$ cat src/rtl/csvt_pkg.sv
`timescale 1ns / 1ps
// ---------------------------------------------------------------------------
// csvt_pkg
// Shared types, byte codes and register map of the CSV field tokenizer.
// ---------------------------------------------------------------------------
package csvt_pkg;

    localparam logic [7:0] QUOTE_CHAR = 8'h22;
    localparam logic [7:0] CR_CHAR    = 8'h0D;
    localparam logic [7:0] SEP_RESET  = 8'd44;

    // APB register map: one register, index taken from paddr[2]
    localparam int   ADDR_W  = 3;
    localparam logic REG_SEP = 1'b0;

    // Result queue geometry
    localparam int QDEPTH = 4;
    localparam int QPTR_W = $clog2(QDEPTH);
    localparam int QCNT_W = $clog2(QDEPTH + 1);

    typedef enum logic [4:0] {
        MODE_START = 5'b00001,
        MODE_UNQ   = 5'b00010,
        MODE_QUO   = 5'b00100,
        MODE_QQ    = 5'b01000,
        MODE_AFTER = 5'b10000
    } t_mode;

    typedef struct packed {
        logic [7:0] out_char;
        logic       char_valid;
        logic       field_done;
        logic       line_done;
        logic       open_quote_error;
        logic       run_last;
    } t_result;

    // Everything one byte produces: up to two results plus the next state
    typedef struct packed {
        logic [1:0] count;
        t_result    res0;
        t_result    res1;
        t_mode      mode;
        logic       cr_pend;
    } t_step;

    function automatic t_result mk_result(input logic valid, input logic [7:0] ch,
                                          input logic fd, input logic ld,
                                          input logic err);
        t_result r;
        r.out_char         = valid ? ch : 8'h00;
        r.char_valid       = valid;
        r.field_done       = fd;
        r.line_done        = ld;
        r.open_quote_error = err;
        r.run_last         = 1'b0;
        return r;
    endfunction

endpackage

$ cat src/rtl/csvt_parse.sv
`timescale 1ns / 1ps
// ---------------------------------------------------------------------------
// csvt_parse
// Decode one byte against the parse state: results and next state.
// ---------------------------------------------------------------------------
module csvt_parse import csvt_pkg::*; (
    input  logic [7:0] i_char,
    input  logic       i_eol,
    input  logic [7:0] i_sep,
    input  t_mode      i_mode,
    input  logic       i_cr_pend,
    output t_step      o_step
);

    logic    is_q, is_cr, is_sep;
    logic    lead, done;
    t_mode   p_mode_in, p_mode;
    logic    p_pend;
    logic [1:0] p_cnt;
    t_result p_r0, p_r1;

    assign is_q   = (i_char == QUOTE_CHAR);
    assign is_cr  = (i_char == CR_CHAR);
    assign is_sep = (i_char == i_sep);

    // Byte outside quotes: field start, unquoted content, after a closing quote
    always_comb begin
        unique case (i_mode)
            MODE_START:          p_mode_in = MODE_START;
            MODE_QQ, MODE_AFTER: p_mode_in = MODE_AFTER;
            default:             p_mode_in = MODE_UNQ;
        endcase
        p_cnt  = 2'd0;
        p_r0   = '0;
        p_r1   = '0;
        p_mode = p_mode_in;
        p_pend = i_cr_pend;
        lead   = 1'b0;
        done   = 1'b0;
        // held carriage return: drop before a separator, release otherwise
        if (i_cr_pend) begin
            if (is_sep) begin
                p_pend = 1'b0;
            end else if (is_cr && i_eol) begin
                p_r0   = mk_result(1'b1, CR_CHAR, 1'b1, 1'b1, 1'b0);
                p_cnt  = 2'd1;
                p_pend = 1'b0;
                done   = 1'b1;
            end else if (is_cr) begin
                p_r0  = mk_result(1'b1, CR_CHAR, 1'b0, 1'b0, 1'b0);
                p_cnt = 2'd1;
                done  = 1'b1;
            end else begin
                p_r0   = mk_result(1'b1, CR_CHAR, 1'b0, 1'b0, 1'b0);
                p_cnt  = 2'd1;
                p_pend = 1'b0;
                lead   = 1'b1;
            end
        end
        if (!done) begin
            if (is_sep) begin
                p_r0  = mk_result(1'b0, 8'h00, 1'b1, 1'b0, 1'b0);
                p_cnt = 2'd1;
                if (i_eol) begin
                    p_r1  = mk_result(1'b0, 8'h00, 1'b1, 1'b1, 1'b0);
                    p_cnt = 2'd2;
                end
                p_mode = MODE_START;
            end else if (is_cr) begin
                if (i_eol) begin
                    p_r0  = mk_result(1'b0, 8'h00, 1'b1, 1'b1, 1'b0);
                    p_cnt = 2'd1;
                end else begin
                    p_pend = 1'b1;
                    if (p_mode_in == MODE_START) p_mode = MODE_UNQ;
                end
            end else begin
                if (lead) begin
                    p_r1  = mk_result(1'b1, i_char, i_eol, i_eol, 1'b0);
                    p_cnt = 2'd2;
                end else begin
                    p_r0  = mk_result(1'b1, i_char, i_eol, i_eol, 1'b0);
                    p_cnt = 2'd1;
                end
                if (p_mode_in == MODE_START) p_mode = MODE_UNQ;
            end
        end
    end

    always_comb begin
        o_step.count   = 2'd0;
        o_step.res0    = '0;
        o_step.res1    = '0;
        o_step.mode    = i_mode;
        o_step.cr_pend = i_cr_pend;
        unique case (i_mode)
            MODE_START: begin
                if (is_q) begin
                    if (i_eol) begin
                        o_step.res0  = mk_result(1'b0, 8'h00, 1'b1, 1'b1, 1'b1);
                        o_step.count = 2'd1;
                    end else begin
                        o_step.mode = MODE_QUO;
                    end
                end else begin
                    o_step.count   = p_cnt;
                    o_step.res0    = p_r0;
                    o_step.res1    = p_r1;
                    o_step.mode    = p_mode;
                    o_step.cr_pend = p_pend;
                end
            end
            MODE_QUO: begin
                if (is_q) begin
                    if (i_eol) begin
                        o_step.res0  = mk_result(1'b0, 8'h00, 1'b1, 1'b1, 1'b0);
                        o_step.count = 2'd1;
                    end else begin
                        o_step.mode = MODE_QQ;
                    end
                end else if (i_eol) begin
                    o_step.res0  = mk_result(!is_cr, i_char, 1'b1, 1'b1, 1'b1);
                    o_step.count = 2'd1;
                end else begin
                    o_step.res0  = mk_result(1'b1, i_char, 1'b0, 1'b0, 1'b0);
                    o_step.count = 2'd1;
                end
            end
            MODE_QQ: begin
                if (is_q) begin
                    // doubled quote: one literal quote
                    o_step.res0  = mk_result(1'b1, QUOTE_CHAR, i_eol, i_eol, i_eol);
                    o_step.count = 2'd1;
                    o_step.mode  = MODE_QUO;
                end else begin
                    o_step.count   = p_cnt;
                    o_step.res0    = p_r0;
                    o_step.res1    = p_r1;
                    o_step.mode    = p_mode;
                    o_step.cr_pend = p_pend;
                end
            end
            default: begin
                o_step.count   = p_cnt;
                o_step.res0    = p_r0;
                o_step.res1    = p_r1;
                o_step.mode    = p_mode;
                o_step.cr_pend = p_pend;
            end
        endcase
        if (i_eol) begin
            o_step.mode    = MODE_START;
            o_step.cr_pend = 1'b0;
        end
        if (o_step.count == 2'd2) begin
            o_step.res1.run_last = 1'b1;
        end else if (o_step.count == 2'd1) begin
            o_step.res0.run_last = 1'b1;
        end
    end

endmodule

$ cat src/rtl/csvt_outq.sv
`timescale 1ns / 1ps
// ---------------------------------------------------------------------------
// csvt_outq
// Small result queue: takes zero, one or two results, hands out one.
// ---------------------------------------------------------------------------
module csvt_outq import csvt_pkg::*; (
    input  logic       i_clk,
    input  logic       i_rst_n,
    input  logic [1:0] i_push_cnt,
    input  t_result    i_res0,
    input  t_result    i_res1,
    output logic       o_room2,
    output logic       o_valid,
    output t_result    o_res,
    input  logic       i_ready
);

    t_result             r_mem [QDEPTH];
    logic [QPTR_W-1:0]   r_wptr, n_wptr;
    logic [QPTR_W-1:0]   r_rptr, n_rptr;
    logic [QCNT_W-1:0]   r_cnt, n_cnt;
    logic [QPTR_W-1:0]   wptr1;
    logic                pop;

    assign o_valid = (r_cnt != '0);
    assign o_room2 = (r_cnt <= QCNT_W'(QDEPTH - 2));
    assign o_res   = r_mem[r_rptr];
    assign pop     = o_valid && i_ready;
    assign wptr1   = r_wptr + QPTR_W'(1);

    always_comb begin
        n_cnt  = r_cnt + QCNT_W'(i_push_cnt) - QCNT_W'(pop);
        n_wptr = r_wptr + QPTR_W'(i_push_cnt);
        n_rptr = r_rptr + QPTR_W'(pop);
    end

    always_ff @(posedge i_clk) begin
        if (!i_rst_n) begin
            r_cnt  <= '0;
            r_wptr <= '0;
            r_rptr <= '0;
        end else begin
            r_cnt  <= n_cnt;
            r_wptr <= n_wptr;
            r_rptr <= n_rptr;
        end
    end

    always_ff @(posedge i_clk) begin
        if (i_push_cnt != 2'd0) begin
            r_mem[r_wptr] <= i_res0;
        end
        if (i_push_cnt == 2'd2) begin
            r_mem[wptr1] <= i_res1;
        end
    end

endmodule

$ cat src/rtl/csv_field_tokenizer.sv
`timescale 1ns / 1ps
// ---------------------------------------------------------------------------
// csv_field_tokenizer
// Streaming CSV field parser: raw line bytes in, unescaped field bytes and
// field/line end marks out.
// ---------------------------------------------------------------------------
// Usage
//   Input channel (i_valid/o_ready): one raw byte per transfer, with
//   i_end_of_line high on the last byte of a line.
//   Output channel (o_valid/i_ready): one result per transfer; a byte yields
//   zero, one or two results, and o_run_last marks the last one of a byte.
//   Quoted fields are unescaped, a held carriage return is dropped before a
//   field end, and a line that ends inside open quotes flags the last field
//   with o_open_quote_error.
//   Separator byte: APB register 0 (byte address 0), reset to a comma.
// Timing
//   A byte is held in an input register, decoded combinationally and written
//   to a four-entry result queue, which drives the output. One byte is taken
//   per cycle as long as the queue has room for two results; the output side
//   drains one result per cycle while i_ready is high, so bytes that yield
//   two results take two output transfers.
// Reset and stalls
//   Reset empties the queue and the input register, returns to field start
//   and restores the comma separator. When the receiver stalls, results
//   collect in the queue; once it holds more than two results the input
//   register holds its byte and o_ready drops after the register fills.
// ---------------------------------------------------------------------------
module csv_field_tokenizer import csvt_pkg::*; (
    input  logic              i_clk,
    input  logic              i_rst_n,
    // byte input
    input  logic              i_valid,
    output logic              o_ready,
    input  logic [7:0]        i_in_char,
    input  logic              i_end_of_line,
    // result output
    output logic              o_valid,
    input  logic              i_ready,
    output logic [7:0]        o_out_char,
    output logic              o_char_valid,
    output logic              o_field_done,
    output logic              o_line_done,
    output logic              o_open_quote_error,
    output logic              o_run_last,
    // configuration
    input  logic              psel,
    input  logic              penable,
    input  logic              pwrite,
    input  logic [ADDR_W-1:0] paddr,
    input  logic [31:0]       pwdata,
    output logic [31:0]       prdata,
    output logic              pready
);

    // configuration register
    logic [7:0] r_sep;

    // input register
    logic       r_in_valid;
    logic [7:0] r_in_char;
    logic       r_in_eol;

    // parse state
    t_mode      r_mode;
    logic       r_cr_pend;

    t_step      step;
    logic       q_room2;
    logic       advance;
    logic [1:0] push_cnt;
    t_result    q_res;
    logic       in_xfer;

    assign pready = 1'b1;
    assign prdata = (paddr[2] == REG_SEP) ? {24'h000000, r_sep} : 32'h0000_0000;

    always_ff @(posedge i_clk) begin
        if (!i_rst_n) begin
            r_sep <= SEP_RESET;
        end else if (psel && penable && pwrite && pready && (paddr[2] == REG_SEP)) begin
            r_sep <= pwdata[7:0];
        end
    end

    // Advance the held byte whenever the queue can take its worst case of two
    assign advance  = r_in_valid && q_room2;
    assign o_ready  = !r_in_valid || advance;
    assign in_xfer  = i_valid && o_ready;
    assign push_cnt = advance ? step.count : 2'd0;

    always_ff @(posedge i_clk) begin
        if (!i_rst_n) begin
            r_in_valid <= 1'b0;
        end else if (o_ready) begin
            r_in_valid <= i_valid;
        end
    end

    always_ff @(posedge i_clk) begin
        if (in_xfer) begin
            r_in_char <= i_in_char;
            r_in_eol  <= i_end_of_line;
        end
    end

    csvt_parse u_parse (
        .i_char    (r_in_char),
        .i_eol     (r_in_eol),
        .i_sep     (r_sep),
        .i_mode    (r_mode),
        .i_cr_pend (r_cr_pend),
        .o_step    (step)
    );

    // Commit the next parse state only when the byte moves on
    always_ff @(posedge i_clk) begin
        if (!i_rst_n) begin
            r_mode    <= MODE_START;
            r_cr_pend <= 1'b0;
        end else if (advance) begin
            r_mode    <= step.mode;
            r_cr_pend <= step.cr_pend;
        end
    end

    csvt_outq u_outq (
        .i_clk      (i_clk),
        .i_rst_n    (i_rst_n),
        .i_push_cnt (push_cnt),
        .i_res0     (step.res0),
        .i_res1     (step.res1),
        .o_room2    (q_room2),
        .o_valid    (o_valid),
        .o_res      (q_res),
        .i_ready    (i_ready)
    );

    assign o_out_char         = q_res.out_char;
    assign o_char_valid       = q_res.char_valid;
    assign o_field_done       = q_res.field_done;
    assign o_line_done        = q_res.line_done;
    assign o_open_quote_error = q_res.open_quote_error;
    assign o_run_last         = q_res.run_last;

endmodule

$ cat config.mk
export PLATFORM = sky130hd
export DESIGN_NAME = csv_field_tokenizer
export DESIGN_NICKNAME = d
export VERILOG_FILES = /design/src/rtl/csvt_pkg.sv /design/src/rtl/csvt_parse.sv /design/src/rtl/csvt_outq.sv /design/src/rtl/csv_field_tokenizer.sv
export SDC_FILE = /design/constraint.sdc
export NUM_CORES = 1
export LEC_CHECK = 0
export ABC_AREA = 1
export BUFFER_PORTS_ARGS = -buffer_cell sky130_fd_sc_hd__buf_2
export CAP_MARGIN = 40
export CORE_MARGIN = 2
export CORE_UTILIZATION = 44
export DETAILED_ROUTE_END_ITERATION = 6
export HOLD_SLACK_MARGIN = 0.12
export PLACE_DENSITY = 0.72
export SETUP_SLACK_MARGIN = 0.02
export SLEW_MARGIN = 25
export SYNTH_ARGS = -nofsm -noshare
export SYNTH_HDL_FRONTEND = slang
export SYNTH_HIERARCHICAL = 1
export SYNTH_SLANG_ARGS = --single-unit
export TNS_END_PERCENT = 30
$ cat constraint.sdc
create_clock -name i_clk -period 7.15 [get_ports i_clk]
set_clock_uncertainty 0.2 [all_clocks]
set_input_delay 1.0725 -clock i_clk [delete_from_list [all_inputs] [get_ports i_clk]]
set_output_delay 1.0725 -clock i_clk [all_outputs]
set_load 0.03 [all_outputs]
# After elaboration in Yosys (flattened, before gate mapping)
# Memories as Yosys holds them, arrays and structs flattened. A register that Yosys moved wholly into a read port is not among the register bits.
# Index checks and enable logic that the tools add are counted.
classes:
  div_mod_pow: 0
  n_lt_le_gt_ge: 1
  mul: 0
  eq_ne: 14
  mux: 65
  n_bitwise: 1
  n_addsub: 5
  reduce_logical: 16
  n_shift: 0
op_table:
  columns: ["operator", "n"]
  rows:
  - ["$mux W13", 13]
  - ["$mux W15", 3]
  - ["$pmux W15 S3", 1]
  - ["$mux W14", 2]
  - ["$pmux W13 S2", 1]
  - ["$mux W5", 5]
  - ["$mux W1", 23]
  - ["$pmux W5 S2", 2]
  - ["$mux W2", 9]
  - ["$mux W8", 2]
  - ["$eq A5 B1 Y1 const B", 2]
  - ["$eq A8 B4 Y1 const B", 1]
  - ["$eq A8 B6 Y1 const B", 1]
  - ["$eq A8 B8 Y1", 1]
  - ["$mux W4", 2]
  - ["$logic_and A1 B1 Y1", 7]
  - ["$mux W6", 1]
  - ["$eq A5 B3 Y1 const B", 1]
  - ["$eq A5 B4 Y1 const B", 1]
  - ["$eq A5 B5 Y1 const B", 1]
  - ["$eq A2 B2 Y1 const B", 2]
  - ["$reduce_or A2 Y1", 2]
  - ["$add A3 B2 Y3", 1]
  - ["$le A3 B2 Y1 const B", 1]
  - ["16 further kinds", 17]
word_totals:
  mem_count: 1
  ramBits: 52
  reg_bits: 31
  romBits: 0
  latchBits: 0
  in_bits: 51
mem_list:
  columns: ["name", "depth", "word_bits", "rd", "rd_ports_with_merged_regs", "write_ports", "line_no", "text"]
  rows:
  - ["u_outq.r_mem", 4, 13, 1, 1, 2, "csvt_outq.sv:18", "t_result r_mem [QDEPTH];"]

# Longest topological paths before layout
# Gate-level depths: netlist of run 1.
depth:
  ltp_word: 15
  depth_mapped: 19

# Cells and area by module
# Netlist of run 1, hierarchy kept.
modules_own_cells:
  columns: ["module", "instances", "cells_per_inst", "seq_area_each_um2", "area_per_inst_um2"]
  rows:
  - ["csvt_outq", 1, 310, 1701.6, 3153.0]
  - ["csv_field_tokenizer", 1, 140, 570.5, 1178.6]
  - ["csvt_parse", 1, 162, 0.0, 824.5]

# Worst setup path after synthesis of run 1
# No wires, ideal clock.
synth_path:
  kind: "flip-flop to flip-flop"
  from: "register r_in_char[6]"
  to: "memory u_outq/r_mem[0][0] in the netlist's numbering, enable pin"
  path_stages_with_launch: 14
  n_path_buf: 0
  setup_slack_ns: 3.506
  arrival_time_ns: 3.040
  synth_period_minus_slack_ns: 3.644
  path_cell_list: "edfxtp_1 -> nor2_4 -> inv_2 -> nor4_4 -> nand2_1 -> o21ai_0 -> inv_1 -> nand3_1 -> nand2_1 -> nand2_1 -> inv_1 -> nor2_1 -> nor2_1 -> o31ai_1"
synth_lines:
  columns: ["item", "line_no", "text"]
  rows:
  - ["from (decl)", "csv_field_tokenizer.sv:60", "logic [7:0] r_in_char;"]
  - ["from (signal assigned)", "csv_field_tokenizer.sv:101", "r_in_char <= i_in_char;"]
  - ["to (decl)", "csvt_outq.sv:18", null]

==> results.md, run 1 <==
- The endpoint class of the critical path is a flip-flop.
- The clock drives between 80 and 90 sinks.
- The number of setup buffers added after CTS is 0.
- The clock insertion delay at the later pin of the skew report is 340 ps.
- The total detailed-routing wirelength is roughly 11 mm.
- The routed design could run at a clock period as short as about 3500 ps.
- Measured along the y axis, the die boundary spans 112.3 um.
- The antenna diode count is 0.
- The number of filler cells placed in the layout is around 1,100.
- The number of nets with antenna violations after detailed routing is 0.
- The clock transition time at the flip-flop clock pins of the worst setup and hold paths is around 60 ps.
- The largest buffer count on any clock path is 2.
- The combinational fraction of design power is approximately a third.
- The analysis attributes to net switching a power of around 620 uW.
- The routed length per instance is 13.64 um.
- The floorplan step defined a core boundary enclosing about 11,000 um2.
- The die covers between 10,000 and 15,000 um2.
- The completed layout was analyzed and its total power is 1652 uW.
- Setup total negative slack on the finished layout was measured at 0 ps.
- In the synthesized netlist, the number of instances is 612.
- The number of global-route vias before repair came to 3,882.
- The maximum number of pins on one net before global-route repair is 31.
- Yosys mapped the design onto 43 distinct sky130hd cell types.
- The initial antenna violation count was 0.
- The maximum fanout along the worst path is 27.
- Summing the areas of all and, or, nand and nor instances in the mapped netlist gives a little over a quarter of the synthesized area.
- At the end of the flow, the number of nets in the layout was 709.
- The area growth from synthesis to layout is 9.779%.
- The floorplan has 39 rows.
- Across the run, the number of max-cap violations was 0.
- In this run, CTS created clock tree buffers numbering 9.
- After synthesis the netlist holds a flip-flop and latch count of between 80 and 90.
- In this run the mean area of a mapped cell was approximately 8.4 um2.
- After detailed routing, the number of vias per cell comes to 5.091.
- The top-area cell type share of the netlist area is a little over a third.
- The reported leakage power is 0.002471 uW.
- For this design the ratio of total power to cell area is 291.9 nW/um2.
- The worst slew slack as a fraction of its limit is ~50%.
- After routing the design area is between 5000 and 6000 um2.
- By area the synthesized netlist is led by edfxtp_1 36%, nand2_1 9.8%, dfxtp_1 8.5%.
- Of the total synthesized cell area, the portion taken by XOR and XNOR cells is about 1.4%.
- The count of cells resized by post-cts repair is 0.
- The fraction of layout cells with a size suffix above 1 is 22.00%.
- Once the floorplan was initialized, standard cells occupied about 45% of the core.
- The total of warnings raised by yosys is 6.
- The required time of the worst setup path is roughly 7000 ps.
- Of the total synthesized cell area, the portion taken by full adders, half adders and majority gates is under 10%.
- Of the total power, the share spent switching nets is a little under two fifths.
- The global-route wire length before repair is 17.89 mm.
- Across all layers, the routed design uses ~4,100 vias.
- The run finished with clean final reports.
- Internal power comes to between 1000 and 1500 uW.
- The kind of critical path is reg -> reg.
- TritonCTS built the clock tree.
- The number of hold violations in the final report is 0.
- The remaining global-route overflow is 0.
- The count of TritonRoute iterations in the first routing pass is 4.
- Summing the areas of all compound-gate instances in the mapped netlist gives between 10% and 20% of the synthesized area.
- The post-detailed-route DRC marker count is 0.
- The detailed-placement wirelength estimate is 7.710 mm.
- The final critical path takes up between 40% and 50% of the cycle.
- Static timing analysis puts the maximum clock frequency at 0.2893 GHz.
- Setup repair after global routing left no endpoint under its margin.
- The arrival time reported for the critical path endpoint is 3280 ps.
- Measured against the total synthesized area, the mux share comes to 0%.
- For the pin with the worst max-slew slack, the measured transition is ~750 ps.
- The count of input and output buffers is 47.
- For this design the top-level I/O count stands at 99.
- The number of pins exceeding their max-slew limit in the final report was 0.
- The library cell with the largest summed area after synthesis is edfxtp_1.
- The global routing usage summed across all routing layers is between 10% and 20%.
- For this design, the CTS-stage hold fixing added 0 buffers.
- The classification of the worst-slack hold path is reg -> reg.
- The cell sitting at the root of the clock tree is a clkbuf_16.
- The part of the power in the clock network is roughly 28%.
- Counting flops with an async set or reset pin after synthesis yields a share of 0%.
- The part of the total power dissipated in sequential elements is between 30% and 40%.
- After synthesis the cells add up to 5156 um2.
- The congestion estimate from routability-driven global placement came to between 0.8 and 0.9.
- Once placement finished, the instance area stood at 5366 um2.
- Sorting the synthesized cells by how often they occur yields 134 x nand2_1, 80 x nor2_1, 65 x inv_1.
- The floorplan step set the die width to approximately 110 um.
- Summing all flip-flop and latch instances after layout gives about 2300 um2.
- The count of routing violations after the opening detailed-route iteration is roughly 190.
- Setup violations remaining at the end of the flow were counted as 0.
- VDD sags by at most approximately 0.00015 V.
- The H-tree generated during clock tree synthesis spans 3 levels.
- The count of flip-flops with a built-in enable after synthesis is 61.
- After synthesis, the largest family of logic cells by area is simple AND/OR/NAND/NOR gates.
- The total area of multi-input combinational cells is between 2000 and 2500 um2.
- In the post-synthesis netlist, the cell with the most instances is nand2_1.
- Summing the sequential cell areas from Yosys gives approximately 44% of the chip area.
- The leading register cell type out of synthesis is edfxtp_1.
- STA classifies the critical path startpoint as a flip-flop.
-- cell type report --
class / count / area share (%)
tap: 143 / 3.161
clock buffer: 9 / 3.979
clock inverter: 7 / 1.216
sequential: 83 / 40.14
timing repair buffer: 53 / 4.907
inverter: 73 / 4.951
multi-input combinational: 434 / 41.64
-- final timing paths --
| check | end | start | slack [ps] | cells past startpoint |
|---|---|---|---|---|
| setup / recovery | u_outq/r_mem[3][3]$_DFFE_PP_ | r_in_char[6]$_DFFE_PP_ | 3690 | 14 |
| hold / removal | r_sep[3]$_SDFFE_PN1P_ | r_sep[3]$_SDFFE_PN1P_ | 310 | 2 |
| setup reg to reg | u_outq/r_mem[3][3]$_DFFE_PP_ | r_in_char[6]$_DFFE_PP_ | 3690 | 14 |
| hold reg to reg | r_sep[3]$_SDFFE_PN1P_ | r_sep[3]$_SDFFE_PN1P_ | 310 | 2 |
-- per-stage QoR --
step | util (%) | setup slack (ps) | instances | hold WS [ps]
after detailed placement | 47.00 | 3704 | 786 | 300.1
after floorplan | - | 3506 | 635 | 265.4
after global routing | 49.57 | 3433 | 802 | 337.2
after global placement | 46.95 | 3701 | 785 | 286.3
after CTS | 49.57 | 3688 | 802 | 309.3
final | 49.57 | 3694 | 802 | 307.2
-- worst max-delay path, stage by stage, from the launching register on --
cell and delay (ps):
edfxtp_1 520, nor2_4 170, inv_2 60, nor4_4 480, nand2_1 190, nand2_1 120, nand3_1 70, nand2_1 100
nand2_1 50, inv_1 50, nor2_1 120, nor2_8 220, nand3_4 340, o31ai_2 170, buf_4 280
-- layer usage --
layer | GRT usage [%] | vias to the layer above | share of wire, %
met5 | 0 | - | 0
met4 | 6.829 | 0 | 1.5
met3 | 3.402 | 17 | 7.1
met2 | 30.84 | 164 | 49
met1 | 21.66 | 1847 | 42
li1 | - | 2055 | -
-- power by group through the flow --
| stage | clock, uW | sequential, uW | combinational [uW] |
|---|---|---|---|
| detailed placement | 0 | 635 | 568 |
| floorplan | 0 | 624 | 450 |
| global route | 486 | 630 | 633 |
| finish | 458 | 624 | 570 |
| CTS | 465 | 624 | 570 |
| global placement | 0 | 632 | 552 |
-- flip-flops by register name, summed over array words and instances (netlist names) --
register       count
u_outq/r_cnt       3
u_outq/r_mem      52
r_sep              8
r_mode             5
r_in_valid         1
r_cr_pend          1
r_in_eol           1
r_in_char          8
u_outq/r_rptr      2
u_outq/r_wptr      2
-- kinds of logic (layout without fill, tap and decap cells) --
family / Yosys count / in the layout
other cells: 3 / 26
buf+inv: 118 / 142
fa+ha+maj: 4 / 4
xor+xnor: 8 / 8
simple gates: 281 / 281
flops: 83 / 83
compound gates: 115 / 115
-- cell usage in the layout, fill, tap and decap left out, drive strengths merged, types with 2 or more instances in the layout --
cell / count
nand2: 141
nor2: 89
o21ai: 88
inv: 71
edfxtp: 61
buf: 53
nand3: 37
conb: 26
dfxtp: 22
o22ai: 13
clkbuf: 9
clkinv: 8
a21oi: 7
xnor2: 7
nand4: 6
nor3: 5
o31ai: 4
ha: 3
nor4: 2
Note: power is estimated with default switching activity, not from simulation.
==> run 2: changes to the inputs <==
--- a/config.mk
+++ b/config.mk
@@ -12,7 +12,7 @@
 export CORE_UTILIZATION = 44
 export DETAILED_ROUTE_END_ITERATION = 6
 export HOLD_SLACK_MARGIN = 0.12
-export PLACE_DENSITY = 0.72
+export PLACE_DENSITY = 0.74
 export SETUP_SLACK_MARGIN = 0.02
 export SLEW_MARGIN = 25
 export SYNTH_ARGS = -nofsm -noshare
==> constraint.sdc (replaced) <==
create_clock -name i_clk -period 3 [get_ports i_clk]
set_clock_uncertainty 0.2 [all_clocks]
set_input_delay 0.45 -clock i_clk [delete_from_list [all_inputs] [get_ports i_clk]]
set_output_delay 0.45 -clock i_clk [all_outputs]
set_load 0.03 [all_outputs]
==> results.md, run 2 (same netlist as run 1, synthesis figures left out) <==
- The worst slew slack as a fraction of its limit is 49.79%.
- The die covers between 10,000 and 15,000 um2.
- The required time of the worst setup path is 2860 ps.
- The total design power is between 4000 and 5000 uW.
- The first routing iteration left around 180 violations.
- The most flop-heavy register is u_outq/r_mem.
- The critical path is of the reg -> reg type.
- In the layout the commonest cells are 129 x nand2_1, 74 x nor2_1, 62 x inv_1.
- Net switching is 37.74% of the power.
- The final critical path takes up a little over nine tenths of the cycle.
- Summed over all nets, the switching power comes to roughly 1600 uW.
- The I/O pin total is 99.
- The routed length per instance is about 14 um.
- The total number of nets in the final design is around 760.
- The floorplan step set the die width to between 100 and 150 um.
- In this run the vertical extent of the chip is ~110 um.
- The number of global-route vias before repair is 3,919.
- For this run the aggregate overflow at the end of global routing stands at 0.
- The max-capacitance violation count is 0.
- Combinational logic burns a little under two fifths of the power.
- The repair_antennas step left the layout with diodes totalling 0.
- The endpoint class of the critical path is a flip-flop.
- The number of nets with antenna violations after detailed routing is 0.
- The level count of the clock H-tree is 3.
- Of the cells placed in the final design, the portion with a size suffix greater than 1 is slightly below 30%.
- Row generation in the floorplan step produced 39 rows.
- The post-detailed-route DRC marker count is 0.
- The maximum number of pins on one net before global-route repair is 30.
- The library cell used most frequently in the layout, excluding fill and tap cells, is nand2_1.
- Using the TritonRoute via totals, the vias-per-cell ratio works out to between 4 and 5.
- The total detailed-routing wirelength is between 10 and 15 mm.
- The area of the core is 11,420 um2.
- The count of input and output buffers is 47.
- The number of pins exceeding their max-slew limit in the final report is 0.
- STA puts the critical path data arrival time at 2790 ps.
- The clock passes through at most 2 buffers.
- The clock insertion delay at the later pin of the skew report is 340 ps.
- The global-route wire length before repair is 18.53 mm.
- For this design the ratio of total power to cell area is about 640 nW/um2.
- From synthesis to final layout, the design area changed by 23.95%.
- Summing all placed instances gives a cell area of around 5700 um2.
- Static timing analysis puts the maximum clock frequency at approximately 0.34 GHz.
- The category of the worst setup path launch point is a flip-flop.
- The CTS root buffer is clkbuf_16.
- The internal portion of total power is 2566 uW.
- For the pin with the worst max-slew slack, the measured transition is 752.4 ps.
- The final weighted congestion of routability-driven global placement is 0.8991.
- The area of all placed cells without fillers is approximately 6400 um2.
- Summed over all cells, the static leakage comes to around 0.0028 uW.
- The part of the power in the clock network is between 20% and 30%.
- IR analysis of the VDD net gives a maximum drop of about 0.00031 V.
- The initial utilization of the core area, before any placement, comes to between 40% and 50%.
- The final setup violation count is 0.
- The maximum fanout along the worst path is 6.
- Per report_power, the sequential group accounts for a little over a third of the total.
- Setup repair after global routing could not meet its margin everywhere.
- The detailed-placement wirelength estimate is 8.326 mm.
- The TritonCTS clock tree is built.
- The largest registers in the layout are u_outq/r_mem x52, r_in_char x8, r_sep x8.
- The vias after detailed routing is around 4,300.
- The final-layout setup total negative slack is 0 ps.
- The register with the most flip-flops in the layout has 52 of them.
- The number of hold violations in the final report is 0.
- Counting every sink on the clock net gives just over 80.
- The initial antenna violation count is 0.
- Global routing used approximately 18% of the available tracks.
- The classification of the worst-slack hold path is in -> reg.
- The count of TritonRoute iterations in the first routing pass is 4.
- The clock transition time at the flip-flop clock pins of the worst setup and hold paths is 60 ps.
- The run finished with clean final reports.
- The number of buffers added by the clock tree synthesis step is 9.
- The minimum period implied by the final worst setup slack is 2930 ps.
run 2: cell count changes in the layout (fill, tap and decap cells not counted), sizes merged:
cell / before / now
clkinvlp: 0 / 2
clkinv: 8 / 5
dlygate4sd3: 0 / 9
clkbuf: 9 / 13
buf: 53 / 96
run 2: per-layer routing:
layer | up-vias | routed length [um] | GRT usage, %
met1 | 1946 | 4977 | 21.85
met4 | 0 | 265 | 8.049
met2 | 121 | 6076 | 32.85
met5 | - | 0 | 0
li1 | 2167 | - | -
met3 | 21 | 588 | 2.754
run 2: metrics by stage:
| stage | setup WS, ps | hold slack [ps] | std cells | utilization, % |
|---|---|---|---|---|
| final | 69.80 | 126.7 | 857 | 55.97 |
| after global routing | -58.18 | 148.0 | 857 | 55.97 |
| after CTS | 22.99 | 127.1 | 843 | 53.84 |
| after detailed placement | -25.69 | 300.6 | 815 | 50.20 |
| after global placement | 51.73 | 289.9 | 815 | 50.20 |
| after floorplan | 27.92 | 265.4 | 635 | - |
run 2: final cells by class:
type / count / area (um2)
clock buffer: 10 / 229.0
clock inverter: 6 / 66.31
fill: 995 / 5027
inverter: 73 / 282.8
multi-input combinational: 434 / 2482
sequential: 83 / 2272
tap: 143 / 178.9
timing repair buffer: 108 / 879.6
run 2: critical path, cell delays in order, from the launching register on:
cell and delay [ps]:
edfxtp_1 420, buf_6 140, nor2_4 90, inv_2 70
nor4_4 250, buf_4 190, buf_4 110, nand2_2 60
nand2_2 70, nand3_1 80, nand2_2 80, nand2_2 50
inv_2 60, nor2_4 60, nor2_8 180, nand3_4 170
o31ai_4 140, clkbuf_16 230
run 2: power by group through the flow:
stage               clock network (uW)  registers [uW]  logic, uW
finish                            1090            1480       1550
global route                      1150            1490       1690
CTS                               1110            1480       1480
detailed placement                   0            1500       1460
global placement                     0            1500       1410
floorplan                            0            1490       1100
run 2: worst paths after layout:
check	startpoint	to	slack (ps)	cells past startpoint
max	r_in_char[7]$_DFFE_PP_	u_outq/r_mem[1][8]$_DFFE_PP_	70	17
min	pwdata[2]	r_sep[2]$_SDFFE_PN1P_	130	3
max reg2reg	r_in_char[7]$_DFFE_PP_	u_outq/r_mem[1][8]$_DFFE_PP_	70	17
min reg2reg	r_sep[3]$_SDFFE_PN1P_	r_sep[3]$_SDFFE_PN1P_	300	2
run 2: timing repair:
action,in CTS,in global routing
cloned,0,3
setup buffers,3,11
setup endpoints to repair,9,106
resized for setup,3,24
pin swaps,1,13
hold endpoints to repair,9,0
hold buffers,9,0
==> run 3: changes to the inputs <==
--- a/config.mk
+++ b/config.mk
@@ -9,14 +9,13 @@
 export BUFFER_PORTS_ARGS = -buffer_cell sky130_fd_sc_hd__buf_2
 export CAP_MARGIN = 40
 export CORE_MARGIN = 2
-export CORE_UTILIZATION = 44
+export CORE_UTILIZATION = 50
 export DETAILED_ROUTE_END_ITERATION = 6
 export HOLD_SLACK_MARGIN = 0.12
-export PLACE_DENSITY = 0.74
+export PLACE_DENSITY = 0.83
 export SETUP_SLACK_MARGIN = 0.02
 export SLEW_MARGIN = 25
 export SYNTH_ARGS = -nofsm -noshare
 export SYNTH_HDL_FRONTEND = slang
-export SYNTH_HIERARCHICAL = 1
 export SYNTH_SLANG_ARGS = --single-unit
 export TNS_END_PERCENT = 30
==> results.md, run 3 <==
- The count of flip-flops with a built-in enable after synthesis is 57.
- The post-placement cell count is 689.
- The minimum period implied by the final worst setup slack is between 2000 and 3000 ps.
- After the flow finishes, the layout carries non-filler instances totaling 717.
- The CTS root buffer is clkbuf_8.
- The worst-case IR drop observed on VDD is 0.0002804 V.
- Sorting the synthesized cells by area gives the leading types as edfxtp_1 37%, dfxtp_1 11%, nand2_1 7.3%.
- The final weighted congestion of routability-driven global placement is around 0.90.
- The flow ran to the end, and the final reports show no timing, DRC or antenna violations.
- The area of the core is just under 9000 um2.
- The library cell with the highest instance count after synthesis is nand2_1.
- For this run the aggregate overflow at the end of global routing stands at 0.
- The routed length per instance is ~16 um.
- Measured in cells, the most critical reg-to-reg path has a length of 14.
- The total placed instance area is roughly 5000 um2.
- The number of clock sinks is 83.
- The number of hold violations in the final report is 0.
- In this run the cell area of the synthesized design comes to 4589 um2.
- The sequential cell area is ~2200 um2.
- Counting instances, the worst hold path has a depth of 3.
- At the pin with the least slew margin, the transition time is 754.5 ps.
- The arrival time reported for the critical path endpoint is ~2700 ps.
- The library cell used most frequently in the layout, excluding fill and tap cells, is nand2_1.
- The number of setup buffers added after CTS is 0.
- The maximum number of pins on one net before global-route repair is 28.
- The total area of multi-input combinational cells is between 1500 and 2000 um2.
- In the layout the commonest cells are 89 x nand2_1, 69 x nor2_1, 57 x edfxtp_1.
- The clock passes through at most 2 buffers.
- Cells with a size suffix above 1 make up a little under a fifth of the layout.
- The number of rows in the core area is 34.
- The post-detailed-route DRC marker count is 0.
- The detailed-placement wirelength estimate is around 8 mm.
- The number of pins exceeding their max-slew limit in the final report is 0.
- The signal on the critical path passes through nor2_1 > nand3_1 > nor3_4 > o21ai_2 > nand2_2 > nand2_1 > nand2_1 > nand2_1 > nand2_1 > nand3_2 > nand2_4 > nand2_2 > nand2_1 > buf_4.
- A synthesized cell averages about 8.5 um2.
- The largest registers in the layout are u_outq.r_mem x52, r_in_char x8, r_sep x8.
- The routed layout has around 4,000 vias.
- The biggest area contributor in the post-synthesis netlist is edfxtp_1.
- In the synthesized netlist, the cells that appear most often are 89 x nand2_1, 69 x nor2_1, 57 x edfxtp_1.
- The initial antenna violation count came to 0.
- Static timing analysis puts the maximum clock frequency at ~0.35 GHz.
- The register with the most flip-flops in the layout has 52 of them.
- u_outq.r_mem holds more flip-flops than any other register.
- The TritonCTS clock tree is built.
- The final setup violation count is 0.
- The number of buffers added by the clock tree synthesis step is 9.
- The kind of cell adding the most delay to the critical path is simple AND/OR/NAND/NOR gates.
- The detail route stage leaves a number of antenna-violating nets equal to 0.
- For this run, the slowest stage of the critical path takes between 400 and 500 ps.
- Buffers placed on the I/O ports in this run total 47.
- In the synthesized netlist the dominant register cell turns out to be edfxtp_1.
- The finished cells cover roughly 5200 um2.
- Across the run, the number of max-cap violations was 0.
- The largest individual stage delay along the critical path comes from the cell edfxtp_1.
- In this run the static leakage power is approximately 0.0023 uW.
- The cell occurring most often along the worst timing path is nand2_1.
- The maximum fanout along the worst path is 16.
- The min-delay analysis places its worst path in the category in -> reg.
- The repair_antennas step left the layout with diodes totalling 0.
- The clock transition time at the flip-flop clock pins of the worst setup and hold paths is 80 ps.
- The final layout contains routed wiring with a total length of roughly 11 mm.
- The height of the die is approximately 100 um.
- Sequential elements use approximately 49% of the synthesized area.
- Summed over its instances, the top area cell type makes up a little under two fifths of the synthesized netlist area.
- The global routing usage summed across all routing layers is between 20 and 25%.
- The critical path crosses 14 cells after its start point.
- The area of the die is 9961 um2.
- In this run the count of I/O pins placed on the die edge is 99.
- The total of flip-flops plus latches after synthesis is 83.
- The gate count of the mapped netlist is 539.
- Measured on the finished design, the core utilization comes to roughly three fifths.
- The endpoint class of the critical path is a flip-flop.
- In the synthesized netlist the async set-or-reset flop fraction comes to 0%.
- The number of global-route vias before repair is approximately 3,800.
- The kind of critical path is reg -> reg.
- The first global-routing pass estimated 18.08 mm of wire.
- Data on the critical path is required at its endpoint by about 2900 ps.
- After detailed routing, the number of vias per cell comes to 5.503.
- The count of distinct cell types in the synthesized netlist is 44.
- The level count of the clock H-tree is 3.
- Dividing the final minimum period by the clock period gives around 95%.
- The power per cell area is around 730 nW/um2.
- Power comes to between 3000 and 4000 uW.
- Together, buffers and inverters on the worst path number 1.
- Yosys printed 0 warnings.
- After routing, the total negative slack on setup checks comes to 0 ps.
- The number of filler cells placed in the layout is 790.
- For this configuration, the core starts out at a cell density of between 50% and 60%.
- The relative area change from synthesis to final layout is 13.79%.
- The worst slew slack as a fraction of its limit is between 40% and 50%.
- The count of TritonRoute iterations in the first routing pass is 5.
- The total number of nets in the final design is between 600 and 700.
- Setup repair after global routing could not meet its margin everywhere.
- For this block, the initial DRC count from the detailed router was roughly 320.
- In this run the horizontal extent of the chip is about 100 um.
- STA classifies the critical path startpoint as a flip-flop.
- The clock insertion delay at the later pin of the skew report is 360 ps.
==> run 3: changes by cell type after synthesis, sizes merged, moves of 6 or more <==
cell    change
a21oi      +18
buf        -10
clkbuf      +6
inv        -12
nand2      -40
nand3      -18
nor2       -16
o21ai      -21
o22ai      +17
==> run 3: worst paths after layout <==
path / startpoint / to / slack (ps)
max: r_in_char[6]$_DFFE_PP_ / u_outq.r_mem[2][7]$_DFFE_PP_ / 160
min reg2reg: u_outq.r_mem[3][1]$_SDFFE_PP0P_ / u_outq.r_mem[3][1]$_SDFFE_PP0P_ / 290
max reg2reg: r_in_char[6]$_DFFE_PP_ / u_outq.r_mem[2][7]$_DFFE_PP_ / 160
min: pwdata[5] / r_sep[5]$_SDFFE_PN1P_ / 130
==> run 3: worst register-to-register path, stage by stage, from the launching register on <==
cell and delay, ps:
edfxtp_1 470, nor2_1 170, nand3_1 160, nor3_4 200, o21ai_2 90, nand2_2 90, nand2_1 90, nand2_1 70
nand2_1 50, nand2_1 90, nand3_2 100, nand2_4 200, nand2_2 210, nand2_1 120, buf_4 240
==> run 3: metal layers <==
layer  wire length, um  vias up  global-route usage [%]
met5                 0        -                       0
met3               784       15                   5.362
met2              5663      165                   41.94
met4               159        0                   5.585
li1                  -     1909                       -
met1              4699     1857                   28.20
==> run 3: area by class of cell <==
class	count	area share [%]
Multi-Input combinational cell	376	36.92
Clock inverter	6	1.701
Sequential cell	83	42.74
Clock buffer	10	2.444
Timing Repair Buffer	72	9.104
Inverter	62	4.504
Tap cell	108	2.587
==> run 3: stage by stage <==
stage	setup slack [ps]	hold WS, ps
6_report	159.6	130.8
5_1_grt	0.8777	143.4
4_1_cts	179.6	131.3
3_5_place_dp	203.2	272.8
3_3_place_gp	223.9	264.1
2_1_floorplan	287.7	246.3
==> run 3: kinds of logic (layout without fill, tap and decap cells) <==
family	count (synthesis)	count (layout)	share of synthesized area, %
simple gates	203	203	19.49
buf+inv	103	150	11.34
compound gates	134	134	17.04
flops	83	83	48.64
xor+xnor	8	8	1.527
fa+ha+maj	6	6	1.799
other cells	2	25	0.1636
==> run 3: where the power goes <==
group	switching, uW	total [uW]	internal, uW
registers	72.1	1430	1360
logic	1060	1500	441
clock network	422	893	471
total	1550	3830	2270
==> run 3: what timing repair did <==
item                       CTS  global route
gates resized for setup      0             1
setup endpoints to repair    0            28
hold buffers                11             0
hold endpoints to repair    11             0
